<file path="config.mk">
export PLATFORM = sky130hd
export DESIGN_NAME = framed_packet_receiver_crc16_unit_flat
export DESIGN_NICKNAME = d
export VERILOG_FILES = /design/src/rtl/fprx_pkg.sv /design/src/rtl/fprx_if.sv /design/src/rtl/fprx_cfg_regs.sv /design/src/rtl/fprx_parser.sv /design/src/rtl/fprx_out_reg.sv /design/src/rtl/framed_packet_receiver_crc16_unit.sv /design/src/flat_wrapper.sv
export SDC_FILE = /design/constraint.sdc
export NUM_CORES = 1
export LEC_CHECK = 0
export ABC_AREA = 0
export BUFFER_PORTS_ARGS = -buffer_cell sky130_fd_sc_hd__buf_2
export CORE_ASPECT_RATIO = 0.6
export CORE_MARGIN = 2
export CORE_UTILIZATION = 40
export DETAILED_ROUTE_END_ITERATION = 10
export SLEW_MARGIN = 20
export SYNTH_ARGS = -nofsm -noshare
export SYNTH_HDL_FRONTEND = slang
export SYNTH_SLANG_ARGS = --single-unit
</file>
<file path="constraint.sdc">
create_clock -name clk -period 2.9 [get_ports clk]
set_input_delay 0.435 -clock clk [delete_from_list [all_inputs] [get_ports clk]]
set_output_delay 0.435 -clock clk [all_outputs]
set_load 0.005 [all_outputs]
</file>
<file path="src/rtl/fprx_pkg.sv">
// fprx_pkg: shared types, constants and the crc-16 byte update for the
// framed packet receiver. No dependencies.

package fprx_pkg;

	localparam int MAX_PAYLOAD = 256;
	localparam int LEN_W       = 9;
	localparam int MAX_LEN     = MAX_PAYLOAD + 2;

	localparam logic [15:0] CRC_INIT = 16'hFFFF;

	localparam logic [7:0] START_RESET  = 8'h5A;
	localparam logic [7:0] UNFRAG_RESET = 8'h00;

	localparam int CFG_IDX_W = 1;
	localparam logic [CFG_IDX_W-1:0] REG_START_BYTE  = 1'd0;
	localparam logic [CFG_IDX_W-1:0] REG_UNFRAG_CODE = 1'd1;

	typedef enum logic [2:0] {
		PH_HUNT,
		PH_LEN_LO,
		PH_LEN_HI,
		PH_CONTROL,
		PH_SEQ,
		PH_PAYLOAD,
		PH_CRC_LO,
		PH_CRC_HI
	} phase_t;

	typedef struct packed {
		logic [7:0] start_byte;
		logic [7:0] unfragmented_code;
	} cfg_t;

	typedef struct packed {
		logic             is_end;
		logic [7:0]       payload_byte;
		logic [7:0]       control_value;
		logic [7:0]       sequence_number;
		logic [LEN_W-1:0] payload_length;
		logic             crc_good;
	} result_t;

	// reflected ccitt (0x8408), one byte per call
	function automatic logic [15:0] crc_step(input logic [15:0] c, input logic [7:0] b);
		logic [7:0] x;
		x = b ^ c[7:0];
		x = x ^ (x << 4);
		return {x, c[15:8]} ^ {12'd0, x[7:4]} ^ {5'd0, x, 3'd0};
	endfunction

endpackage

</file>
<file path="src/rtl/fprx_if.sv">
// fprx_in_if and fprx_out_if: valid/ready channels for received bytes and
// for results. Depends on fprx_pkg.

interface fprx_in_if;
	logic       valid;
	logic       ready;
	logic [7:0] rx_byte;

	modport source (output valid, output rx_byte, input ready);
	modport sink   (input valid, input rx_byte, output ready);
endinterface

interface fprx_out_if;
	logic                     valid;
	logic                     ready;
	logic                     is_end;
	logic [7:0]               payload_byte;
	logic [7:0]               control_value;
	logic [7:0]               sequence_number;
	logic [fprx_pkg::LEN_W-1:0] payload_length;
	logic                     crc_good;

	modport source (output valid, output is_end, output payload_byte,
		output control_value, output sequence_number, output payload_length,
		output crc_good, input ready);
	modport sink (input valid, input is_end, input payload_byte,
		input control_value, input sequence_number, input payload_length,
		input crc_good, output ready);
endinterface

</file>
<file path="src/rtl/fprx_cfg_regs.sv">
// fprx_cfg_regs: start byte and unfragmented code registers behind a plain
// write port. Depends on fprx_pkg.

module fprx_cfg_regs (
	input  logic                           clk,
	input  logic                           arst_n,
	input  logic                           cfg_we,
	input  logic [fprx_pkg::CFG_IDX_W-1:0] cfg_idx,
	input  logic [7:0]                     cfg_data,
	output fprx_pkg::cfg_t                 cfg
);
	import fprx_pkg::*;

	cfg_t cfg_q;

	always_ff @(posedge clk or negedge arst_n) begin
		if (!arst_n) begin
			cfg_q.start_byte        <= START_RESET;
			cfg_q.unfragmented_code <= UNFRAG_RESET;
		end else if (cfg_we) begin
			case (cfg_idx)
				REG_START_BYTE:  cfg_q.start_byte        <= cfg_data;
				REG_UNFRAG_CODE: cfg_q.unfragmented_code <= cfg_data;
				default: ;
			endcase
		end
	end

	assign cfg = cfg_q;

endmodule

</file>
<file path="src/rtl/fprx_parser.sv">
// fprx_parser: frame state machine, header holds and running crc. One byte
// per transfer, at most one result per byte. Depends on fprx_pkg.

module fprx_parser (
	input  logic              clk,
	input  logic              arst_n,
	input  logic              take,
	input  logic [7:0]        rx_byte,
	input  fprx_pkg::cfg_t    cfg,
	output logic              res_valid,
	output fprx_pkg::result_t res
);
	import fprx_pkg::*;

	phase_t           phase_q, phase_d;
	logic [15:0]      crc_q, crc_d;
	logic [7:0]       len_lo_q, len_lo_d;
	logic [LEN_W-1:0] len_q, len_d;
	logic [7:0]       ctrl_q, ctrl_d;
	logic [7:0]       seq_q, seq_d;
	logic [LEN_W-1:0] target_q, target_d;
	logic [LEN_W-1:0] count_q, count_d;
	logic [7:0]       crc_lo_q, crc_lo_d;

	logic [15:0]      crc_upd;
	logic [15:0]      len_full;
	logic             hdr_two;
	logic [LEN_W-1:0] hdr_len;
	logic [LEN_W-1:0] tgt_calc;

	assign crc_upd  = crc_step((phase_q == PH_HUNT) ? CRC_INIT : crc_q, rx_byte);
	assign len_full = {rx_byte, len_lo_q};
	assign hdr_two  = (phase_q == PH_SEQ);
	assign hdr_len  = hdr_two ? LEN_W'(2) : LEN_W'(1);
	assign tgt_calc = len_q - hdr_len;

	always_comb begin
		phase_d   = phase_q;
		crc_d     = crc_q;
		len_lo_d  = len_lo_q;
		len_d     = len_q;
		ctrl_d    = ctrl_q;
		seq_d     = seq_q;
		target_d  = target_q;
		count_d   = count_q;
		crc_lo_d  = crc_lo_q;
		res_valid = 1'b0;
		res       = '0;
		case (phase_q)
			PH_HUNT: begin
				if (rx_byte == cfg.start_byte) begin
					crc_d   = crc_upd;
					count_d = '0;
					phase_d = PH_LEN_LO;
				end
			end
			PH_LEN_LO: begin
				len_lo_d = rx_byte;
				crc_d    = crc_upd;
				phase_d  = PH_LEN_HI;
			end
			PH_LEN_HI: begin
				len_d   = len_full[LEN_W-1:0];
				crc_d   = crc_upd;
				phase_d = (len_full > 16'(MAX_LEN)) ? PH_HUNT : PH_CONTROL;
			end
			PH_CONTROL, PH_SEQ: begin
				crc_d = crc_upd;
				if (phase_q == PH_CONTROL) ctrl_d = rx_byte;
				else                       seq_d  = rx_byte;
				if (phase_q == PH_CONTROL && rx_byte != cfg.unfragmented_code) begin
					phase_d = PH_SEQ;
				end else begin
					if (phase_q == PH_CONTROL) seq_d = '0;
					// too short for the header: drop silently
					if (len_q < hdr_len) begin
						phase_d = PH_HUNT;
					end else begin
						target_d = tgt_calc;
						count_d  = '0;
						phase_d  = (tgt_calc == '0) ? PH_CRC_LO : PH_PAYLOAD;
					end
				end
			end
			PH_PAYLOAD: begin
				crc_d            = crc_upd;
				count_d          = count_q + LEN_W'(1);
				res_valid        = 1'b1;
				res.payload_byte = rx_byte;
				if (count_d >= target_q) phase_d = PH_CRC_LO;
			end
			PH_CRC_LO: begin
				crc_lo_d = rx_byte;
				phase_d  = PH_CRC_HI;
			end
			PH_CRC_HI: begin
				res_valid           = 1'b1;
				res.is_end          = 1'b1;
				res.control_value   = ctrl_q;
				res.sequence_number = seq_q;
				res.payload_length  = target_q;
				res.crc_good        = ({rx_byte, crc_lo_q} == crc_q);
				phase_d             = PH_HUNT;
			end
			default: phase_d = PH_HUNT;
		endcase
	end

	always_ff @(posedge clk or negedge arst_n) begin
		if (!arst_n) begin
			phase_q <= PH_HUNT;
		end else if (take) begin
			phase_q <= phase_d;
		end
	end

	always_ff @(posedge clk) begin
		if (take) begin
			crc_q    <= crc_d;
			len_lo_q <= len_lo_d;
			len_q    <= len_d;
			ctrl_q   <= ctrl_d;
			seq_q    <= seq_d;
			target_q <= target_d;
			count_q  <= count_d;
			crc_lo_q <= crc_lo_d;
		end
	end

endmodule

</file>
<file path="src/rtl/fprx_out_reg.sv">
// fprx_out_reg: result register between the parser and the result channel;
// loads a new result while the old one is being taken. Depends on fprx_pkg.

module fprx_out_reg (
	input  logic              clk,
	input  logic              arst_n,
	input  logic              load,
	input  fprx_pkg::result_t load_data,
	output logic              space,
	fprx_out_if.source        res
);
	import fprx_pkg::*;

	logic    valid_q;
	result_t data_q;

	assign space = !valid_q || res.ready;

	always_ff @(posedge clk or negedge arst_n) begin
		if (!arst_n) begin
			valid_q <= 1'b0;
		end else if (space) begin
			valid_q <= load;
		end
	end

	always_ff @(posedge clk) begin
		if (space && load) begin
			data_q <= load_data;
		end
	end

	assign res.valid           = valid_q;
	assign res.is_end          = data_q.is_end;
	assign res.payload_byte    = data_q.payload_byte;
	assign res.control_value   = data_q.control_value;
	assign res.sequence_number = data_q.sequence_number;
	assign res.payload_length  = data_q.payload_length;
	assign res.crc_good        = data_q.crc_good;

endmodule

</file>
<file path="src/rtl/framed_packet_receiver_crc16_unit.sv">
// Framed packet receiver with CRC-16 check. Takes one byte per transfer,
// every cycle while the result register has room, and a byte's result
// (one payload byte result or one frame end status) appears in the result
// register in the cycle after its transfer. The byte side is ready whenever
// the result register is empty or its content is taken in the same cycle.
// The running CRC is the reflected CCITT form (0x8408, init FFFF) over start
// byte, header and payload; frames with a length above MAX_PAYLOAD+2, or too
// short for their header, are dropped without any result. Depends on
// fprx_pkg, fprx_if and the fprx submodules.

module framed_packet_receiver_crc16_unit (
	input  logic                           clk,
	input  logic                           arst_n,
	fprx_in_if.sink                        rx,
	fprx_out_if.source                     res,
	input  logic                           cfg_we,
	input  logic [fprx_pkg::CFG_IDX_W-1:0] cfg_idx,
	input  logic [7:0]                     cfg_data
);
	import fprx_pkg::*;

	cfg_t    cfg;
	logic    space;
	logic    take;
	logic    p_valid;
	result_t p_res;

	assign rx.ready = space;
	assign take     = rx.valid && space;

	fprx_cfg_regs u_cfg (
		.clk      (clk),
		.arst_n   (arst_n),
		.cfg_we   (cfg_we),
		.cfg_idx  (cfg_idx),
		.cfg_data (cfg_data),
		.cfg      (cfg)
	);

	fprx_parser u_parser (
		.clk       (clk),
		.arst_n    (arst_n),
		.take      (take),
		.rx_byte   (rx.rx_byte),
		.cfg       (cfg),
		.res_valid (p_valid),
		.res       (p_res)
	);

	fprx_out_reg u_out (
		.clk       (clk),
		.arst_n    (arst_n),
		.load      (take && p_valid),
		.load_data (p_res),
		.space     (space),
		.res       (res)
	);

endmodule
</file>
<file path="src/flat_wrapper.sv">
// flat-port wrapper written by rule: the top's interface ports become plain ports
module framed_packet_receiver_crc16_unit_flat import fprx_pkg::*;
  (clk, arst_n, cfg_we, cfg_idx, cfg_data, rx_valid, rx_rx_byte, rx_ready, res_valid, res_is_end, res_payload_byte, res_control_value, res_sequence_number, res_payload_length, res_crc_good, res_ready);
  fprx_in_if rx_i ();
  fprx_out_if res_i ();
  input  logic clk;
  input  logic arst_n;
  input  logic cfg_we;
  input  logic [fprx_pkg::CFG_IDX_W-1:0] cfg_idx;
  input  logic [7:0] cfg_data;
  input wire logic [$bits(rx_i.valid)-1:0] rx_valid;
  input wire logic [$bits(rx_i.rx_byte)-1:0] rx_rx_byte;
  output wire logic [$bits(rx_i.ready)-1:0] rx_ready;
  output wire logic [$bits(res_i.valid)-1:0] res_valid;
  output wire logic [$bits(res_i.is_end)-1:0] res_is_end;
  output wire logic [$bits(res_i.payload_byte)-1:0] res_payload_byte;
  output wire logic [$bits(res_i.control_value)-1:0] res_control_value;
  output wire logic [$bits(res_i.sequence_number)-1:0] res_sequence_number;
  output wire logic [$bits(res_i.payload_length)-1:0] res_payload_length;
  output wire logic [$bits(res_i.crc_good)-1:0] res_crc_good;
  input wire logic [$bits(res_i.ready)-1:0] res_ready;
  assign rx_i.valid = rx_valid;
  assign rx_i.rx_byte = rx_rx_byte;
  assign rx_ready = rx_i.ready;
  assign res_valid = res_i.valid;
  assign res_is_end = res_i.is_end;
  assign res_payload_byte = res_i.payload_byte;
  assign res_control_value = res_i.control_value;
  assign res_sequence_number = res_i.sequence_number;
  assign res_payload_length = res_i.payload_length;
  assign res_crc_good = res_i.crc_good;
  assign res_i.ready = res_ready;
  framed_packet_receiver_crc16_unit u_core (.clk(clk), .arst_n(arst_n), .rx(rx_i), .res(res_i), .cfg_we(cfg_we), .cfg_idx(cfg_idx), .cfg_data(cfg_data));
endmodule
</file>
* Word level (Yosys, flattened, before mapping) *
Index checks and enable logic that the tools add are counted.

storage, ports and cells
  register bits = 130
  logic and storage cells = 88

cells by class
  multiplexer cells = 20
  reductions and logical operators = 24
  bitwise operators = 7
  $lt $le $gt $ge = 3
  $add $sub $neg = 2
  equal/unequal tests = 14

operators with widths
  cell                                                             count
  2-to-1 mux 16 bit                                                2
  one-hot mux 16 bit (2 select lines)                              1
  2-to-1 mux 9 bit                                                 3
  one-hot mux 9 bit (3 select lines)                               1
  2-to-1 mux 8 bit                                                 3
  one-hot mux 3 bit (7 select lines)                               1
  == test 16 bit                                                   1
  greater-than comparator 16 x 9 -> 1 bit (second input constant)  1
  bitwise XOR 16 x 11 -> 16 bit                                    1
  bitwise XOR 16 x 4 -> 16 bit                                     1
  bitwise XOR 8 bit                                                2
  == test 3 bit (second input constant)                            4
  2-to-1 mux 3 bit                                                 4
  AND reduction 2 bit                                              6
  adder 9 x 1 -> 9 bit (second input constant)                     1
  >= comparator 9 bit                                              1
  zero test 9 bit                                                  1
  less-than comparator 9 x 2 -> 1 bit                              1
  AND reduction 3 bit                                              3
  subtractor 9 x 2 -> 9 bit                                        1
  == test 8 bit                                                    1
  != test 8 bit                                                    1
  == test 3 x 2 -> 1 bit (second input constant)                   2
  2-to-1 mux 2 bit                                                 3
  other kinds (15)                                                 24

* Depth between registers and ports, before layout *
  depth in word-level cells = 8
  gate-level depth with buffers = 11
  gate-level depth less buffers = 11

* By module *
A second synthesis with hierarchy kept.

second synthesis, totals
  cell total of the unflattened synthesis = 445
  area, all modules = 6120.9 sq um

modules (own cells, without submodules)
  module                             instances  cells an instance  area each (sq um)  sequential area each (sq um)
  fprx_parser                        1          369                4356.7             2327.2
  fprx_out_reg                       1          39                 1104.8             1076.0
  fprx_cfg_regs                      1          35                 646.9              405.4
  framed_packet_receiver_crc16_unit  1          2                  12.5               0.0

* Worst setup path after synthesis *
No wires, ideal clock.

  path kind = reg-to-reg
  start point = register u_core.u_parser.phase_q[1]
  end point = register u_core.u_parser.phase_q[0]
  clock period less this slack = 2823 ps
  stages on the path, launching flop included = 12
  buffers on the path = 1
  path slack = 77 ps
  arrival time = 2698 ps
  path through = dfrtp_1 > buf_2 > nor2_1 > nand2_1 > ha_1 > fa_1 > inv_1 > or4_4 > nor3_2 > nor4b_4 > o21ai_1 > mux2_4

on the way
  cells in the longest elaborated chain, start to end = 8
  elaborated cells between the ends (all ways) = 21
  classes of those cells = add/sub (1); order compare (1); eq/ne (9); mux (5); reduce/logical (5)

RTL lines
  what                                line                RTL
  start: declaration                  fprx_parser.sv:15   phase_t phase_q, phase_d;
  start signal: assignment            fprx_parser.sv:113  phase_q <= phase_d;
  == test 3 bit                       fprx_parser.sv:33   assign hdr_two = (phase_q == PH_SEQ);
  2-to-1 mux 2 bit                    fprx_parser.sv:34   assign hdr_len = hdr_two ? LEN_W'(2) : LEN_W'(1);
  subtractor 9 x 2 -> 9 bit           fprx_parser.sv:35   assign tgt_calc = len_q - hdr_len;
  via u_core.u_parser.tgt_calc[1]     fprx_parser.sv:29   logic [LEN_W-1:0] tgt_calc;
  zero test 9 bit                     fprx_parser.sv:81   phase_d = (tgt_calc == '0) ? PH_CRC_LO : PH_PAYLOAD;
  2-to-1 mux 2 bit                    fprx_parser.sv:81
  2-to-1 mux 3 bit                    fprx_parser.sv:76   if (len_q < hdr_len) begin
  2-to-1 mux 3 bit                    fprx_parser.sv:71   if (phase_q == PH_CONTROL && rx_byte != cfg.unfragmented_code) begin
  one-hot mux 3 bit (7 select lines)  fprx_parser.sv:49   case (phase_q)

The timed path passes the listed nets, and every way through them passes these cells.
A chain may end at the register's enable or synchronous reset.

* Worst setup path after layout *
Ends and elaborated chain as after synthesis.

==> flow_metrics.py <==
metrics = {
    "timing": {
        "fin_worst_skew_ns": 0.00934,
        "worstMarginPinSlew_ns": 0.748,
        "fin_crit_ns": 2.77,
        "setup_viol_count_final": 0,
        "max_freq_mhz": 361,
        "slew_headroom": 0.499,
        "fin_crit_sh": 0.954,
        "tns_ns": 0,
        "hold_viol": 0,
        "rsz0062_at_grt": "false",
        "slew_violations": 0,
    },
    "logic_synthesis": {
        "syn_area_per_cell_um2": 13.2,
        "synth.net_count": 492,
        "synth_flop_cell": "edfxtp_1",
        "async_reset_ff_frac": 0.154,
        "yosys_warnings": 0,
        "synth_area_um2": 6050,
        "synthCells": 457,
        "synth_edf_count": 110,
        "synth_cell_types": 52,
        "ys_seq_elements": 130,
        "seq_area_frac_synth": 0.629,
    },
    "die": {
        "coreArea_um2": 14600,
        "die_w_um": 163,
        "initial_core_util": 0.413,
        "pin_count": 59,
        "die_h_um": 99.3,
        "num_rows": 34,
        "dieArea_um2": 16200,
    },
    "clock_tree": {
        "cts.sinks": 130,
        "clk_latency_ns": 0.41,
        "ctsRootBufferMaster": "clkbuf_16",
        "cts_buffer_depth": 2,
        "cts_tree": "done",
        "numCtsBuffers": 17,
        "cts.htree.levels": 4,
        "path_clk_slew_ns": 0.06,
    },
    "placed_design": {
        "routabilityCongestion": 0.883,
        "dp_cells": 716,
        "dp_hpwl_mm": 9.77,
        "io_buffer_count": 58,
    },
    "drt": {
        "postRouteWirelength_mm": 13.6,
        "postRouteAntennaNets": 0,
        "viasPerCell": 5.00,
        "drtPass1Iterations": 4,
        "post-route-drc-count": 0,
        "wl_per_cell_um": 18.0,
        "vias": 3758,
        "drt_iter0_drc": 320,
    },
    "cells_and_area": {
        "final_nets": 574,
        "drive_gt1_frac": 0.270,
        "fillCellCount": 1318,
        "syn_to_final_growth_pct": 21.5,
        "final_cell_mix": "edfxtp_1, xnor2_1, buf_2, and2_1, nand2_1",
        "final_common_cell": "edfxtp_1",
        "multiInputGateArea_um2": 2110,
        "regArea_um2": 3810,
        "layoutNonFillerInstCount": 751,
    },
    "worst_setup_path": {
        "worst-setup-path-type": "flop to flop",
        "cp_max_fo": 6,
        "worstSetupStartpointType": "flop",
        "worstPathArrival_ns": 3.05,
        "cp-end-kind": "flop",
        "required_ns": 3.19,
    },
    "global_routing": {
        "gr-total-overflow": 0,
        "antenna_found_initial": 0,
        "grt_max_degree": 28,
        "grt_pass1_vias": 3760,
        "grt_pass1_wl_mm": 21.3,
        "grt_use_total": 0.178,
    },
    "pwr": {
        "ir_drop_uv": 424,
        "powerDensity_nw_per_um2": 941,
        "power_leakage_nw": 2.74,
    },
    "status": {
        "outcome": "complete, no violations",
    },
    "job": {
        "max_cap_violations": 0,
    },
    "min_path": {
        "min_path_type": "primary input to flop",
    },
}
cell usage after synthesis, types with 4 or more instances:
cell type  instances  area [um2]
and2_1            33         206
nor2_1            30         113
ha_1              12         150
and3_1            12        75.1
dfrtp_1           16         400
nor4_1             4        25.0
nand4_1            8        50.1
nand2_1           33         124
xor2_1            15         131
o21ai_0            9        45.0
dfstp_2            4         105
edfxtp_1         110        3300
xnor2_1           60         526
buf_2             11        55.1
nand2b_1           4        25.0
nand3_1            6        30.0
mux2_2            16         180
inv_1             15        56.3
o21ai_1            4        20.0
a21oi_1            7        35.0
clkbuf_1           9        33.8
state kept, by name, indices dropped and copies added (netlist names):
signal,count
u_core.u_out.res.payload_byte,8
u_core.u_parser.crc_q,16
u_core.u_out.res.payload_length,9
u_core.u_parser.crc_lo_q,8
u_core.u_parser.count_q,9
u_core.u_out.res.control_value,8
u_core.u_cfg.cfg,16
u_core.u_parser.phase_q,3
u_core.u_parser.ctrl_q,8
u_core.u_out.res.crc_good,1
u_core.u_parser.len_lo_q,8
u_core.u_out.res.sequence_number,8
u_core.u_out.res.valid,1
u_core.u_parser.target_q,9
u_core.u_parser.len_q,9
u_core.u_parser.seq_q,8
u_core.u_out.res.is_end,1
final timing paths:
| path | cells after the start | slack, ns | to | start |
|---|---|---|---|---|
| max | 10 | 0.13 | u_core.u_parser.phase_q[0] | u_core.u_parser.phase_q[1] |
| min | 2 | 0.27 | u_core.u_cfg.cfg[5] | cfg_data[5] |
| max reg2reg | 10 | 0.13 | u_core.u_parser.phase_q[0] | u_core.u_parser.phase_q[1] |
| min reg2reg | 0 | 0.45 | u_core.u_parser.len_q[7] | u_core.u_parser.len_lo_q[7] |
| max in group asynchronous | 2 | 2.02 | u_core.u_cfg.cfg[9] | arst_n |
| min in group asynchronous | 2 | 0.52 | u_core.u_cfg.cfg[5] | arst_n |
kinds of logic after synthesis:
group	share of synthesized area
AO/OA/AOI/OAI	0.0349
XOR/XNOR	0.111
adder cells (fa/ha/maj)	0.0281
buffers and inverters	0.0252
flip-flops	0.629
multiplexers	0.0323
AND/OR/NAND/NOR	0.139
power breakdown:
part | total, mW | internal [mW] | leakage [nW] | switching (mW)
combinational | 1.83 | 0.810 | 1.22 | 1.02
clock | 2.28 | 1.45 | 0.298 | 0.828
sequential | 2.80 | 2.57 | 1.22 | 0.235
through the flow:
stage                     setup WS, ns  hold WS, ns  utilization  cell area, um2  total power, mW
final                            0.133        0.275        0.502            7350             6.91
after global routing           0.00927        0.269        0.502            7350             7.27
after CTS                       0.0378        0.267        0.501            7320             6.93
after detailed placement        0.0606        0.413        0.457            6690             4.63
after global placement           0.149        0.406        0.457            6690             4.58
after floorplan                 0.0770        0.139            -            6050             4.11
layer usage:
layer	global-route usage	vias up	wire (um)
li1	-	1777	-
met1	0.290	1865	7330
met2	0.229	107	5280
met3	0.0409	9	838
met4	0.0511	0	103
met5	0	-	0
area by class of cell:
cell class              instances  share of cell area
flip-flops and latches        130               0.518
clock buffers                  18              0.0584
clock inverters                14              0.0272
well taps                     198              0.0337
inverters                      15             0.00766
multi-input cells             291               0.286
diodes                          1            0.000340
repair buffers                 84              0.0681
repair_timing:
item / 4_1_cts / 5_1_grt
endpoints found under the hold margin: 16 / 0
hold buffers: 1 / 0
setup buffers: 0 / 1
setup endpoints to repair: 0 / 11
resized for setup: 0 / 4
critical path, stage by stage, from the launching register on:
cell and delay [ns]:
dfrtp_1 0.39, nor2_2 0.14, nand2_2 0.12, ha_1 0.23, fa_1 0.48, inv_1 0.05, or4_4 0.53, nor3_2 0.13
nor4b_4 0.25, o21ai_1 0.08, mux2_4 0.25
Note: power is estimated with default switching activity, not from simulation.
